[src/pooling_window_generator_defines.svh]
// assertion macros for the pooling window generator
`ifndef POOLING_WINDOW_GENERATOR_DEFINES_SVH
`define POOLING_WINDOW_GENERATOR_DEFINES_SVH

// clocked property, idle during reset
`define PWG_ASSERT_CLK(label, prop, msg) \
    label: assert property (@(posedge aclk) disable iff (!aresetn) prop) else $error(msg);

// a condition that must never be seen
`define PWG_ASSERT_NEVER(label, cond, msg) \
    `PWG_ASSERT_CLK(label, !(cond), msg)

`endif

[src/pwg_pkg.sv]
// shared constants and types for the pooling window generator
`timescale 1ns / 1ps
`default_nettype none

package pwg_pkg;

    localparam int COORD_BITS  = 10;
    localparam int KERNEL_BITS = 4;

    // signed width of the origin arithmetic: product, pad and kernel sum
    localparam int ARITH_BITS = COORD_BITS + KERNEL_BITS + 2;

    localparam int CFG_DATA_BITS = (COORD_BITS > KERNEL_BITS) ?
                                   2 * COORD_BITS : 2 * KERNEL_BITS;
    localparam int CFG_INDEX_BITS = 3;

    localparam logic [COORD_BITS-1:0] COORD_MAX = {COORD_BITS{1'b1}};

    // register indexes
    localparam logic [CFG_INDEX_BITS-1:0] REG_STRIDE       = 3'd0;
    localparam logic [CFG_INDEX_BITS-1:0] REG_KERNEL       = 3'd1;
    localparam logic [CFG_INDEX_BITS-1:0] REG_PAD_BEGIN    = 3'd2;
    localparam logic [CFG_INDEX_BITS-1:0] REG_INPUT_SIZE   = 3'd3;
    localparam logic [CFG_INDEX_BITS-1:0] REG_OUTPUT_SIZE  = 3'd4;
    localparam logic [CFG_INDEX_BITS-1:0] REG_OUT_CHANNELS = 3'd5;
    localparam logic [CFG_INDEX_BITS-1:0] REG_WALK_ORDER   = 3'd6;

    // walk orders
    localparam logic [1:0] WALK_SPATIAL = 2'd0;
    localparam logic [1:0] WALK_XYC     = 2'd1;
    localparam logic [1:0] WALK_CXY     = 2'd2;

    typedef struct packed {
        logic [KERNEL_BITS-1:0] stride_x;
        logic [KERNEL_BITS-1:0] stride_y;
        logic [KERNEL_BITS-1:0] kernel_w;
        logic [KERNEL_BITS-1:0] kernel_h;
        logic [KERNEL_BITS-1:0] pad_l;
        logic [KERNEL_BITS-1:0] pad_t;
        logic [COORD_BITS-1:0]  in_w;
        logic [COORD_BITS-1:0]  in_h;
        logic [COORD_BITS-1:0]  out_w;
        logic [COORD_BITS-1:0]  out_h;
        logic [COORD_BITS-1:0]  out_ch;
        logic [1:0]             walk_order;
    } cfg_t;

    // one position handed from the walker to the window stage
    typedef struct packed {
        logic                  win_valid;
        logic                  last;
        logic [COORD_BITS-1:0] x;
        logic [COORD_BITS-1:0] y;
        logic [COORD_BITS-1:0] c;
    } walk_item_t;

endpackage

`default_nettype wire

[src/pwg_walker.sv]
// position state, walk-order advance and first pipeline register
`timescale 1ns / 1ps
`default_nettype none

module pwg_walker (
    input  wire logic              aclk,
    input  wire logic              aresetn,
    input  pwg_pkg::cfg_t          cfg,
    input  wire logic              in_valid,
    output logic                   in_ready,
    input  wire logic              restart,
    output logic                   item_valid,
    output pwg_pkg::walk_item_t    item,
    input  wire logic              item_ready
);
    import pwg_pkg::*;

    logic [COORD_BITS-1:0] pos_x_reg, pos_y_reg, pos_c_reg;
    logic [COORD_BITS-1:0] pos_x_next, pos_y_next, pos_c_next;
    logic                  finished_reg, finished_next;
    logic                  item_valid_reg;
    walk_item_t            item_reg, item_next;

    logic [COORD_BITS-1:0] cur_x, cur_y, cur_c;
    logic                  cur_fin;
    logic [COORD_BITS:0]   ax, ay, ac;
    logic                  done;
    logic                  accept;

    assign in_ready   = !item_valid_reg || item_ready;
    assign accept     = in_valid && in_ready;
    assign item_valid = item_valid_reg;
    assign item       = item_reg;

    // restart takes effect before this transaction's window
    assign cur_x   = restart ? '0 : pos_x_reg;
    assign cur_y   = restart ? '0 : pos_y_reg;
    assign cur_c   = restart ? '0 : pos_c_reg;
    assign cur_fin = restart ? 1'b0 : finished_reg;

    // advance one step in the configured order
    always_comb begin
        ax = {1'b0, cur_x};
        ay = {1'b0, cur_y};
        ac = {1'b0, cur_c};
        case (cfg.walk_order)
            WALK_XYC: begin
                ax = ax + 1'b1;
                if (ax >= {1'b0, cfg.out_w}) begin
                    ax = '0;
                    ay = ay + 1'b1;
                end
                if (ay >= {1'b0, cfg.out_h}) begin
                    ay = '0;
                    ac = ac + 1'b1;
                end
                done = (ac >= {1'b0, cfg.out_ch});
            end
            WALK_CXY: begin
                ac = ac + 1'b1;
                if (ac >= {1'b0, cfg.out_ch}) begin
                    ac = '0;
                    ax = ax + 1'b1;
                end
                if (ax >= {1'b0, cfg.out_w}) begin
                    ax = '0;
                    ay = ay + 1'b1;
                end
                done = (ay >= {1'b0, cfg.out_h});
            end
            default: begin
                ax = ax + 1'b1;
                if (ax >= {1'b0, cfg.out_w}) begin
                    ax = '0;
                    ay = ay + 1'b1;
                end
                done = (ay >= {1'b0, cfg.out_h});
            end
        endcase
        if (done) begin
            ax = '0;
            ay = '0;
            ac = '0;
        end
    end

    // next state: a finished walker holds still
    always_comb begin
        pos_x_next    = pos_x_reg;
        pos_y_next    = pos_y_reg;
        pos_c_next    = pos_c_reg;
        finished_next = finished_reg;
        if (accept) begin
            pos_x_next    = cur_x;
            pos_y_next    = cur_y;
            pos_c_next    = cur_c;
            finished_next = cur_fin;
            if (!cur_fin) begin
                pos_x_next    = ax[COORD_BITS-1:0];
                pos_y_next    = ay[COORD_BITS-1:0];
                pos_c_next    = ac[COORD_BITS-1:0];
                finished_next = done;
            end
        end
    end

    // descriptor of the window to build
    always_comb begin
        item_next.win_valid = !cur_fin;
        item_next.last      = !cur_fin && done;
        item_next.x         = cur_x;
        item_next.y         = cur_y;
        item_next.c         = cur_c;
    end

    always_ff @(posedge aclk) begin
        if (!aresetn) begin
            pos_x_reg      <= '0;
            pos_y_reg      <= '0;
            pos_c_reg      <= '0;
            finished_reg   <= 1'b0;
            item_valid_reg <= 1'b0;
        end else begin
            pos_x_reg    <= pos_x_next;
            pos_y_reg    <= pos_y_next;
            pos_c_reg    <= pos_c_next;
            finished_reg <= finished_next;
            if (in_ready) begin
                item_valid_reg <= in_valid;
            end
        end
    end

    // payload register
    always_ff @(posedge aclk) begin
        if (accept) begin
            item_reg <= item_next;
        end
    end

endmodule

`default_nettype wire

[src/pwg_clip_axis.sv]
// origin and edge clipping of the kernel along one axis
`timescale 1ns / 1ps
`default_nettype none

module pwg_clip_axis (
    input  wire logic [pwg_pkg::COORD_BITS-1:0]  pos,
    input  wire logic [pwg_pkg::KERNEL_BITS-1:0] stride,
    input  wire logic [pwg_pkg::KERNEL_BITS-1:0] pad,
    input  wire logic [pwg_pkg::KERNEL_BITS-1:0] ksize,
    input  wire logic [pwg_pkg::COORD_BITS-1:0]  isize,
    output logic [pwg_pkg::COORD_BITS-1:0]       origin,
    output logic [pwg_pkg::KERNEL_BITS-1:0]      eff,
    output logic [pwg_pkg::KERNEL_BITS-1:0]      off,
    output logic                                 lo,
    output logic                                 hi
);
    import pwg_pkg::*;

    logic        [ARITH_BITS-1:0] prod;
    logic signed [ARITH_BITS-1:0] org_raw, neg_org, k_lo, org_lo, k_fin;
    logic signed [ARITH_BITS-1:0] isize_s, ksize_s, cmax_s;

    assign isize_s = $signed(ARITH_BITS'(isize));
    assign ksize_s = $signed(ARITH_BITS'(ksize));
    assign cmax_s  = $signed(ARITH_BITS'(COORD_MAX));

    // origin = position * stride - leading pad
    assign prod    = ARITH_BITS'(pos) * ARITH_BITS'(stride);
    assign org_raw = $signed(prod - ARITH_BITS'(pad));
    assign neg_org = -org_raw;

    // low edge: trim the kernel by the part that falls before zero
    assign lo     = org_raw[ARITH_BITS-1];
    assign k_lo   = lo ? (ksize_s + org_raw) : ksize_s;
    assign org_lo = lo ? '0 : org_raw;
    assign off    = lo ? neg_org[KERNEL_BITS-1:0] : '0;

    // high edge: trim to the input size, clamp at zero
    assign hi    = (org_lo + k_lo) > isize_s;
    assign k_fin = hi ? (isize_s - org_lo) : k_lo;
    assign eff   = k_fin[ARITH_BITS-1] ? '0 : k_fin[KERNEL_BITS-1:0];

    // saturate the reported origin
    assign origin = (org_lo > cmax_s) ? COORD_MAX : org_lo[COORD_BITS-1:0];

endmodule

`default_nettype wire

[src/pwg_window.sv]
// window descriptor build and result register
`timescale 1ns / 1ps
`default_nettype none

module pwg_window (
    input  wire logic                            aclk,
    input  wire logic                            aresetn,
    input  pwg_pkg::cfg_t                        cfg,
    input  wire logic                            item_valid,
    output logic                                 item_ready,
    input  pwg_pkg::walk_item_t                  item,
    output logic                                 m_valid,
    input  wire logic                            m_ready,
    output logic                                 m_window_valid,
    output logic                                 m_last_window,
    output logic [pwg_pkg::COORD_BITS-1:0]       m_out_x,
    output logic [pwg_pkg::COORD_BITS-1:0]       m_out_y,
    output logic [pwg_pkg::COORD_BITS-1:0]       m_out_c,
    output logic [pwg_pkg::COORD_BITS-1:0]       m_in_x,
    output logic [pwg_pkg::COORD_BITS-1:0]       m_in_y,
    output logic [pwg_pkg::KERNEL_BITS-1:0]      m_kernel_w_eff,
    output logic [pwg_pkg::KERNEL_BITS-1:0]      m_kernel_h_eff,
    output logic [pwg_pkg::KERNEL_BITS-1:0]      m_kernel_off_w,
    output logic [pwg_pkg::KERNEL_BITS-1:0]      m_kernel_off_h,
    output logic [3:0]                           m_pad_flags
);
    import pwg_pkg::*;

    logic                   m_valid_reg;
    logic                   load;
    logic [COORD_BITS-1:0]  ix, iy;
    logic [KERNEL_BITS-1:0] kw, kh, ow, oh;
    logic                   l, r, t, b;
    logic                   wv;

    logic                   win_valid_reg, last_reg;
    logic [COORD_BITS-1:0]  out_x_reg, out_y_reg, out_c_reg, in_x_reg, in_y_reg;
    logic [KERNEL_BITS-1:0] kw_reg, kh_reg, ow_reg, oh_reg;
    logic [3:0]             pad_flags_reg;

    assign item_ready = !m_valid_reg || m_ready;
    assign load       = item_valid && item_ready;
    assign wv         = item.win_valid;

    pwg_clip_axis u_clip_x (
        .pos    (item.x),
        .stride (cfg.stride_x),
        .pad    (cfg.pad_l),
        .ksize  (cfg.kernel_w),
        .isize  (cfg.in_w),
        .origin (ix),
        .eff    (kw),
        .off    (ow),
        .lo     (l),
        .hi     (r)
    );

    pwg_clip_axis u_clip_y (
        .pos    (item.y),
        .stride (cfg.stride_y),
        .pad    (cfg.pad_t),
        .ksize  (cfg.kernel_h),
        .isize  (cfg.in_h),
        .origin (iy),
        .eff    (kh),
        .off    (oh),
        .lo     (t),
        .hi     (b)
    );

    always_ff @(posedge aclk) begin
        if (!aresetn) begin
            m_valid_reg <= 1'b0;
        end else if (item_ready) begin
            m_valid_reg <= item_valid;
        end
    end

    // result payload, all zero once the pass is finished
    always_ff @(posedge aclk) begin
        if (load) begin
            win_valid_reg <= wv;
            last_reg      <= item.last;
            out_x_reg     <= wv ? item.x : '0;
            out_y_reg     <= wv ? item.y : '0;
            out_c_reg     <= wv ? item.c : '0;
            in_x_reg      <= wv ? ix : '0;
            in_y_reg      <= wv ? iy : '0;
            kw_reg        <= wv ? kw : '0;
            kh_reg        <= wv ? kh : '0;
            ow_reg        <= wv ? ow : '0;
            oh_reg        <= wv ? oh : '0;
            pad_flags_reg <= wv ? {b, r, l, t} : 4'b0000;
        end
    end

    assign m_valid        = m_valid_reg;
    assign m_window_valid = win_valid_reg;
    assign m_last_window  = last_reg;
    assign m_out_x        = out_x_reg;
    assign m_out_y        = out_y_reg;
    assign m_out_c        = out_c_reg;
    assign m_in_x         = in_x_reg;
    assign m_in_y         = in_y_reg;
    assign m_kernel_w_eff = kw_reg;
    assign m_kernel_h_eff = kh_reg;
    assign m_kernel_off_w = ow_reg;
    assign m_kernel_off_h = oh_reg;
    assign m_pad_flags    = pad_flags_reg;

endmodule

`default_nettype wire

[src/pooling_window_generator.sv]
// top level of the pooling window generator
//
//  channel   direction  handshake           payload
//  s_        in         s_valid / s_ready   s_restart
//  m_        out        m_valid / m_ready   window descriptor fields
//  cfg_      in         cfg_we              cfg_index, cfg_data
//
// one transaction per cycle sustained while m_ready is high; the walker updates
// the position and registers the item on accepting, the window stage multiplies
// by stride and clips from that register, then the result register holds it
// synchronous active-low reset, no clearing pass; a stalled result register
// lets one more transaction enter the walker register before input stalls
`timescale 1ns / 1ps
`default_nettype none
`include "pooling_window_generator_defines.svh"

module pooling_window_generator (
    input  wire logic                                aclk,
    input  wire logic                                aresetn,
    input  wire logic                                s_valid,
    output logic                                     s_ready,
    input  wire logic                                s_restart,
    output logic                                     m_valid,
    input  wire logic                                m_ready,
    output logic                                     m_window_valid,
    output logic                                     m_last_window,
    output logic [pwg_pkg::COORD_BITS-1:0]           m_out_x,
    output logic [pwg_pkg::COORD_BITS-1:0]           m_out_y,
    output logic [pwg_pkg::COORD_BITS-1:0]           m_out_c,
    output logic [pwg_pkg::COORD_BITS-1:0]           m_in_x,
    output logic [pwg_pkg::COORD_BITS-1:0]           m_in_y,
    output logic [pwg_pkg::KERNEL_BITS-1:0]          m_kernel_w_eff,
    output logic [pwg_pkg::KERNEL_BITS-1:0]          m_kernel_h_eff,
    output logic [pwg_pkg::KERNEL_BITS-1:0]          m_kernel_off_w,
    output logic [pwg_pkg::KERNEL_BITS-1:0]          m_kernel_off_h,
    output logic [3:0]                               m_pad_flags,
    input  wire logic                                cfg_we,
    input  wire logic [pwg_pkg::CFG_INDEX_BITS-1:0]  cfg_index,
    input  wire logic [pwg_pkg::CFG_DATA_BITS-1:0]   cfg_data
);
    import pwg_pkg::*;

    cfg_t       cfg_reg;
    logic       item_valid, item_ready;
    walk_item_t item;

    // configuration registers
    always_ff @(posedge aclk) begin
        if (!aresetn) begin
            cfg_reg.stride_x   <= KERNEL_BITS'(1);
            cfg_reg.stride_y   <= KERNEL_BITS'(1);
            cfg_reg.kernel_w   <= KERNEL_BITS'(1);
            cfg_reg.kernel_h   <= KERNEL_BITS'(1);
            cfg_reg.pad_l      <= '0;
            cfg_reg.pad_t      <= '0;
            cfg_reg.in_w       <= COORD_BITS'(1);
            cfg_reg.in_h       <= COORD_BITS'(1);
            cfg_reg.out_w      <= COORD_BITS'(1);
            cfg_reg.out_h      <= COORD_BITS'(1);
            cfg_reg.out_ch     <= COORD_BITS'(1);
            cfg_reg.walk_order <= WALK_SPATIAL;
        end else if (cfg_we) begin
            case (cfg_index)
                REG_STRIDE: begin
                    cfg_reg.stride_x <= cfg_data[KERNEL_BITS-1:0];
                    cfg_reg.stride_y <= cfg_data[2*KERNEL_BITS-1:KERNEL_BITS];
                end
                REG_KERNEL: begin
                    cfg_reg.kernel_w <= cfg_data[KERNEL_BITS-1:0];
                    cfg_reg.kernel_h <= cfg_data[2*KERNEL_BITS-1:KERNEL_BITS];
                end
                REG_PAD_BEGIN: begin
                    cfg_reg.pad_l <= cfg_data[KERNEL_BITS-1:0];
                    cfg_reg.pad_t <= cfg_data[2*KERNEL_BITS-1:KERNEL_BITS];
                end
                REG_INPUT_SIZE: begin
                    cfg_reg.in_w <= cfg_data[COORD_BITS-1:0];
                    cfg_reg.in_h <= cfg_data[2*COORD_BITS-1:COORD_BITS];
                end
                REG_OUTPUT_SIZE: begin
                    cfg_reg.out_w <= cfg_data[COORD_BITS-1:0];
                    cfg_reg.out_h <= cfg_data[2*COORD_BITS-1:COORD_BITS];
                end
                REG_OUT_CHANNELS: begin
                    cfg_reg.out_ch <= cfg_data[COORD_BITS-1:0];
                end
                REG_WALK_ORDER: begin
                    cfg_reg.walk_order <= cfg_data[1:0];
                end
                default: begin
                end
            endcase
        end
    end

    pwg_walker u_walker (
        .aclk       (aclk),
        .aresetn    (aresetn),
        .cfg        (cfg_reg),
        .in_valid   (s_valid),
        .in_ready   (s_ready),
        .restart    (s_restart),
        .item_valid (item_valid),
        .item       (item),
        .item_ready (item_ready)
    );

    pwg_window u_window (
        .aclk           (aclk),
        .aresetn        (aresetn),
        .cfg            (cfg_reg),
        .item_valid     (item_valid),
        .item_ready     (item_ready),
        .item           (item),
        .m_valid        (m_valid),
        .m_ready        (m_ready),
        .m_window_valid (m_window_valid),
        .m_last_window  (m_last_window),
        .m_out_x        (m_out_x),
        .m_out_y        (m_out_y),
        .m_out_c        (m_out_c),
        .m_in_x         (m_in_x),
        .m_in_y         (m_in_y),
        .m_kernel_w_eff (m_kernel_w_eff),
        .m_kernel_h_eff (m_kernel_h_eff),
        .m_kernel_off_w (m_kernel_off_w),
        .m_kernel_off_h (m_kernel_off_h),
        .m_pad_flags    (m_pad_flags)
    );

    // checks
    `PWG_ASSERT_NEVER(a_last_needs_window, m_valid && m_last_window && !m_window_valid, "last window flagged on an empty result")
    `PWG_ASSERT_CLK(a_left_flag_offset, m_valid && m_window_valid |-> (m_pad_flags[1] == (m_kernel_off_w != '0)), "left pad flag disagrees with column offset")
    `PWG_ASSERT_CLK(a_top_flag_offset, m_valid && m_window_valid |-> (m_pad_flags[0] == (m_kernel_off_h != '0)), "top pad flag disagrees with row offset")
    `PWG_ASSERT_NEVER(a_empty_is_zero, m_valid && !m_window_valid && (m_pad_flags != 4'b0000 || m_kernel_w_eff != '0), "finished result carries nonzero fields")

endmodule

`default_nettype wire
[config.mk]
export PLATFORM = sky130hd
export DESIGN_NAME = pooling_window_generator
export DESIGN_NICKNAME = d
export VERILOG_FILES = /design/src/pwg_pkg.sv /design/src/pwg_walker.sv /design/src/pwg_clip_axis.sv /design/src/pwg_window.sv /design/src/pooling_window_generator.sv
export VERILOG_INCLUDE_DIRS = /design/src /design/src/src
export SDC_FILE = /design/constraint.sdc
export NUM_CORES = 1
export LEC_CHECK = 0
export BUFFER_PORTS_ARGS = -buffer_cell sky130_fd_sc_hd__buf_2
export CAP_MARGIN = 5
export CORE_MARGIN = 8
export CORE_UTILIZATION = 50
export CTS_CLUSTER_DIAMETER = 200
export DETAILED_ROUTE_END_ITERATION = 12
export PLACE_DENSITY = 0.67
export RECOVER_POWER = 100
export SYNTH_ARGS = -nofsm -noshare
export SYNTH_HDL_FRONTEND = slang
export SYNTH_HIERARCHICAL = 1
export SYNTH_SLANG_ARGS = --single-unit
export TNS_END_PERCENT = 100
[constraint.sdc]
create_clock -name aclk -period 20.2 [get_ports aclk]
set_clock_uncertainty 0.15 [all_clocks]
set_input_delay 3.03 -clock aclk [delete_from_list [all_inputs] [get_ports aclk]]
set_output_delay 3.03 -clock aclk [all_outputs]
set_load 0.005 [all_outputs]
Word-level counts from Yosys, hierarchy flattened

Index checks and enable logic that the tools add are counted.

Bits in registers: 213
Input bits: 29
Output and inout bits: 74
Word-level logic and storage cells: 127

Add/sub/neg operators: 13
$mul: 2
Order comparisons: 11
Eq/ne operators: 8
Mux-type cells: 36
Bitwise operators: 1
Reductions and logical operators: 21

Operators by type and width:

| kind                    | number |
|---|---|
| $mux W10                | 16 |
| $mux W11                | 9 |
| $ge A11 B10 Y1          | 7 |
| $mux W16                | 4 |
| $pmux W10 S2            | 2 |
| $add A10 B1 Y11 const B | 3 |
| $add A16 B16 Y16        | 2 |
| $add A5 B15 Y16         | 2 |
| $gt A16 B11 Y1          | 2 |
| $sub A10 B15 Y16        | 2 |
| $gt A15 B10 Y1 const B  | 2 |
| $mux W15                | 2 |
| $sub A14 B4 Y15         | 2 |
| $mul A10 B4 Y14         | 2 |
| $reduce_and A2 Y1       | 9 |
| $eq A3 B3 Y1 const B    | 3 |
| $neg A4 Y4              | 2 |
| $eq A3 B2 Y1 const B    | 2 |
| $reduce_or A2 Y1        | 3 |
| $eq A3 B1 Y1 const B    | 1 |
| $logic_and A1 B1 Y1     | 3 |
| $logic_not A1 Y1        | 3 |
| $logic_not A3 Y1        | 1 |
| $eq A2 B1 Y1 const B    | 1 |
| other kinds (5)         | 7 |

Logic depth before layout (Yosys ltp)

Depth in word-level cells: 12
Gate-level depth with buffers: 39
Gate-level depth less buffers: 35

Modules after synthesis

The synthesis kept the hierarchy.

Modules (own cells, without submodules):

| module                             | times used | cells an instance | area each (µm²) | seq. area each (µm²) |
|---|---|---|---|---|
| pwg_walker                         | 1          | 679               | 5,765.5         | 1,601.5 |
| pwg_clip_axis at u_window.u_clip_y | 1          | 495               | 3,633.5         | 0.0 |
| pwg_clip_axis at u_window.u_clip_x | 1          | 451               | 3,454.6         | 0.0 |
| pooling_window_generator           | 1          | 277               | 2,852.7         | 1,521.5 |
| pwg_window                         | 1          | 154               | 2,732.6         | 2,182.1 |

Worst setup path before layout

No wires, ideal clock.

Kind: input -> register
From: input s_restart
To: register u_walker.pos_c_reg[3]
Setup time: 0.082 ns
Arrival: 10.032 ns
Required time: 19.968 ns
Slack: 9.936 ns
Stages on the path: 33
Path buffers: 7
Cell sequence: buf_4 clkbuf_1 clkbuf_1 clkbuf_1 nor2b_1 ha_1 and4_1 and2_1 xor2_1 ha_1 and2_0 a221o_1 a41o_1 a21o_1 clkbuf_1 nand2_1 xnor2_1 ha_1 or4_1 a21oi_1 o31ai_2 a211oi_4 buf_2 buf_2 mux2_2 ha_1 nand4_1 nand3_1 o211ai_1 a21oi_1 nor4_4 a22oi_1 nor3b_1

Word-level cells in the longest chain between the ends: 12
Elaborated cells on any way between the ends: 28
Those cells by class: add/sub: 3; order compare: 7; mux: 18

RTL lines:

| item                   | line                                                 | source |
|---|---|---|
| start: declaration     | pooling_window_generator.sv:22                       | `input wire logic s_restart,` |
| $mux W10 *             | pwg_walker.sv:36                                     | `assign cur_x = restart ? '0 : pos_x_reg;` |
| via u_walker.cur_x[0]  | pwg_walker.sv:24                                     | `logic [COORD_BITS-1:0] cur_x, cur_y, cur_c;` |
| $add A10 B1 Y11        | pwg_walker.sv:48, pwg_walker.sv:63, pwg_walker.sv:72 |  |
| $ge A11 B10 Y1         | pwg_walker.sv:49, pwg_walker.sv:73                   |  |
| $mux W11               | pwg_walker.sv:49, pwg_walker.sv:73                   |  |
| $mux W11               | pwg_walker.sv:46                                     | `case (cfg.walk_order)` |
| $ge A11 B10 Y1         | pwg_walker.sv:53                                     | `if (ay >= {1'b0, cfg.out_h}) begin` |
| $mux W11               | pwg_walker.sv:53                                     |  |
| $mux W11               | pwg_walker.sv:46                                     |  |
| $ge A11 B10 Y1         | pwg_walker.sv:57                                     | `done = (ac >= {1'b0, cfg.out_ch});` |
| $pmux W1 S2            | pwg_walker.sv:46                                     |  |
| $mux W10 *             | pwg_walker.sv:80                                     | `if (done) begin` |
| $mux W10 *             | pwg_walker.sv:98                                     | `if (!cur_fin) begin` |
| end signal: assignment | pwg_walker.sv:126                                    | `pos_c_reg <= pos_c_next;` |
| end: declaration       | pwg_walker.sv:18                                     | `logic [COORD_BITS-1:0] pos_x_reg, pos_y_reg, pos_c_reg;` |

The timed path passes the listed nets; every way through them passes the cells marked *. The select of a mux whose other input is x is not followed.
A chain may end at the register's enable or synchronous reset.

Final worst setup path

From: input s_restart
To: register u_walker.pos_c_reg[3]

Word-level cells in the longest chain between the ends: 12
Elaborated cells on any way between the ends: 28
Those cells by class: add/sub: 3; order compare: 7; mux: 18

RTL lines:

| item                                      | line |
|---|---|
| $mux W10, on equally long branches        | pwg_walker.sv:38, pwg_walker.sv:36 |
| $add A10 B1 Y11, on equally long branches | n/a |
| $ge A11 B10 Y1, on equally long branches  | pwg_walker.sv:61, pwg_walker.sv:49, pwg_walker.sv:73 |
| $mux W11, on equally long branches        | pwg_walker.sv:61, pwg_walker.sv:49, pwg_walker.sv:73 |
| $mux W11                                  | pwg_walker.sv:46 |
| $ge A11 B10 Y1, on equally long branches  | pwg_walker.sv:65, pwg_walker.sv:53 |
| $mux W11, on equally long branches        | pwg_walker.sv:65, pwg_walker.sv:53 |
| $mux W11                                  | pwg_walker.sv:46 |
| $ge A11 B10 Y1, on equally long branches  | pwg_walker.sv:69, pwg_walker.sv:57 |
| $pmux W1 S2                               | pwg_walker.sv:46 |
| $mux W10                                  | pwg_walker.sv:80 |
| $mux W10 *                                | pwg_walker.sv:98 |

Mark *: on every way between the ends. The rest lies on a longest branch, timed or not. The select of a mux whose other input is x is not followed.

==> flow_summary.yaml <==
job:
  drv_cap: 8
synth:
  syn_avg_cell_area_um2: 8.97
  synthAdderAreaFrac_pct: 17.3
  netlist_area_mm2: 0.0184
  synth_seq_cells: 213
  synth-edff-count: 104
  synth_fp_nets: 2314
  synthCells: 2056
  synth.area.mux_share_pct: 5.53
  synth_area_leader_cell: "edfxtp_1"
  yosysSeqAreaShare_pct: 28.8
  yosys_most_used_dff: "dfxtp_1"
  synth_top_family_by_area: "simple AND/OR/NAND/NOR gates"
  synth_xor_area_share_pct: 4.73
  synth_compound_area_share_pct: 15.6
  synth_cell_types: 132
  yosysMostFrequentCell: "nand2_1"
  yosysWarnings: 6
  netlist_top_cells_count: "nand2_1, inv_1, ha_1, dfxtp_1, edfxtp_1"
  synth_top_cell_area_share_pct: 16.9
  postSynth.asyncResetShare_pct: 0
  synthSimpleGateAreaFrac_pct: 21.6
  ys_top_cells_by_area: "edfxtp_1, ha_1, dfxtp_1, nand2_1, fa_1"
timing:
  layout_setup_ws_ns: 7.99
  final.min_clock_period_ns: 12.21
  worst_pin_slew_ns: 4.34
  rsz0062_at_grt: "false"
  fmax_mhz: 81.9
  drv_slew: 408
  final_hold_viol_count: 0
  slew_headroom_pct: -189
  timing.final.crit_share_pct: 60.5
  setup_viol: 0
  fin_setup_tns_ns: 0
status:
  status: "finished with violations"
  violations: "max-capacitance violations, max-slew violations"
clock_tree:
  cts_tree: "yes"
  post_cts_buffers: 0
  clockRootBuffer: "clkbuf_16"
  clk_path_buf_depth: 3
  htreeDepth: 1
  postCtsHoldBufs: 0
  worstSkewPairLatency_ns: 0.54
  cts_made_buffers: 26
  clk_pin_slew_worst_paths_ns: 0.06
  cts.sinks: 213
  cts_resized: 0
critical_path:
  worstSetupEndpointType: "flip-flop"
  cp_data_arrival_time_ns: 12.52
  startpoint_type: "input pin"
  cp.required_ns: 20.50
  crit_type: "in -> reg"
  cp_slowest_stage_delay_ns: 1.24
  slowest_stage: "nor4_1"
  path_common_cell: "ha_1"
  crit_fanout: 39
grt:
  grtUsageTotal_pct: 21.2
  grt_pass1_wl_um: 76900
  gr-total-overflow: 0
  grt_pass1_vias: 14600
  grt_max_degree: 73
  antenna_found_initial: 1
routing:
  dr.pass1.iters: 5
  drt_iter0_drc: 954
  wl_per_cell_um: 18.2
  ant_nets: 0
  num_vias: 14800
  drc: 0
  via_per_inst: 5.73
  wl_um: 47100
floorplanning:
  rows: 70
  die_h_um: 208
  start_util_pct: 50.6
  die_area_mm2: 0.0433
  die_w_um: 208
  ios: 103
  coreArea_mm2: 0.0364
pwr:
  comb_power_share_pct: 34.7
  switchingPower_uw: 513
  p_leak_uw: 0.00847
  pwr-share-seq_pct: 33.5
  ir_drop_mv: 0.0650
  swShare_pct: 34.5
  p_int_uw: 974
  power_density_mw_per_mm2: 75.1
  clockPowerShare_pct: 31.8
placement:
  place_ws_ns: 8.93
  post-dp-hpwl_um: 35800
  gp_congestion: 0.905
  portBuffers: 102
final_layout:
  area_delta_synth_final_pct: 7.41
  antenna_cells: 0
  largest_reg_flops: 76
  drive_gt1_share_pct: 9.75
  final_nets: 2360
worst_hold_path:
  hold_path_class: "reg -> reg"
stage by stage:
stage | area (um^2) | hold slack (ns) | util (%) | cells | power (uW)
global placement | 19200 | 0.295 | 52.7 | 2542 | 1020
finish | 19800 | 0.312 | 54.4 | 2590 | 1490
detailed placement | 19200 | 0.304 | 52.7 | 2542 | 1030
CTS | 20100 | 0.314 | 55.1 | 2590 | 1510
floorplan | 18400 | 0.250 | - | 2056 | 918
global route | 19800 | 0.327 | 54.4 | 2590 | 1580
cell type report:
cell class | instances | area, um^2
fill | 3399 | 16600
clock inverter | 14 | 97.6
multi-input combinational | 1549 | 11800
tap | 468 | 586
timing repair buffer | 111 | 474
sequential | 213 | 5310
inverter | 201 | 754
clock buffer | 34 | 776
worst paths after layout:
| kind | from | end | cells after the start | slack [ns] |
|---|---|---|---|---|
| setup / recovery | s_restart | u_walker/pos_c_reg[3]$_SDFFE_PN0P_ | 28 | 7.99 |
| setup reg to reg | cfg_reg[75]$_SDFFE_PN0P_ | u_window/m_kernel_w_eff[0]$_SDFFCE_PN0P_ | 33 | 9.39 |
| hold reg to reg | cfg_reg[54]$_SDFFE_PN0P_ | cfg_reg[54]$_SDFFE_PN0P_ | 2 | 0.31 |
| hold / removal | cfg_reg[54]$_SDFFE_PN0P_ | cfg_reg[54]$_SDFFE_PN0P_ | 2 | 0.31 |
cells in the final DEF, fill, tap and decap left out, types with 10 or more instances in the layout:
cell type	synthesis	final
clkbuf_16	0	30
o21a_1	13	13
and2_0	1	13
nor4_1	8	10
dfxtp_1	109	109
o21ai_0	63	79
buf_2	18	42
nor2_1	82	83
nand3_1	36	36
mux2i_1	88	88
a21o_1	33	33
nand2_1	283	284
or3_1	10	10
and2_1	66	53
fa_1	44	44
inv_1	198	200
clkbuf_1	54	70
ha_1	185	185
xor2_1	32	32
nand4_1	18	18
nor3_1	31	31
a31oi_1	9	10
and2_2	43	44
xnor2_1	57	57
nand2b_1	23	25
edfxtp_1	104	104
o31ai_1	9	11
a21oi_1	68	68
nor2b_1	47	47
and3_1	20	20
a211oi_1	18	19
cell families after synthesis:
kind of cell               count (synthesis)
xor gates and xnor gates                  94
DFF                                      213
AOI/OAI and AO/OA                        382
and+or+nand+nor                          745
muxes                                     99
adders and majority gates                229
buffers and inverters                    294
power groups by stage:
stage	logic (uW)	clock network, uW	registers [uW]
6_report	517	473	498
3_5_place_dp	527	0	506
4_1_cts	530	483	497
5_1_grt	580	502	501
3_3_place_gp	515	0	506
2_1_floorplan	417	0	501
worst max-delay path, delay by kind of cell:
| kind | cells | cell delay [ns] |
|---|---|---|
| fa+ha+maj | 4 | 1.48 |
| xor+xnor | 2 | 0.31 |
| buf+inv | 1 | 1.19 |
| compound gates | 11 | 2.34 |
| simple gates | 9 | 3.63 |
| mux | 1 | 0.50 |
per-layer routing:
metal  vias to the layer above  track usage (%)  wire length, um
met2                       343             35.8            21600
met3                        65             3.08             2160
met5                         -                0               13
met1                      7134             28.4            22200
li1                       7285                -                -
met4                         2             5.21             1090
Note: power is estimated with default switching activity, not from simulation.
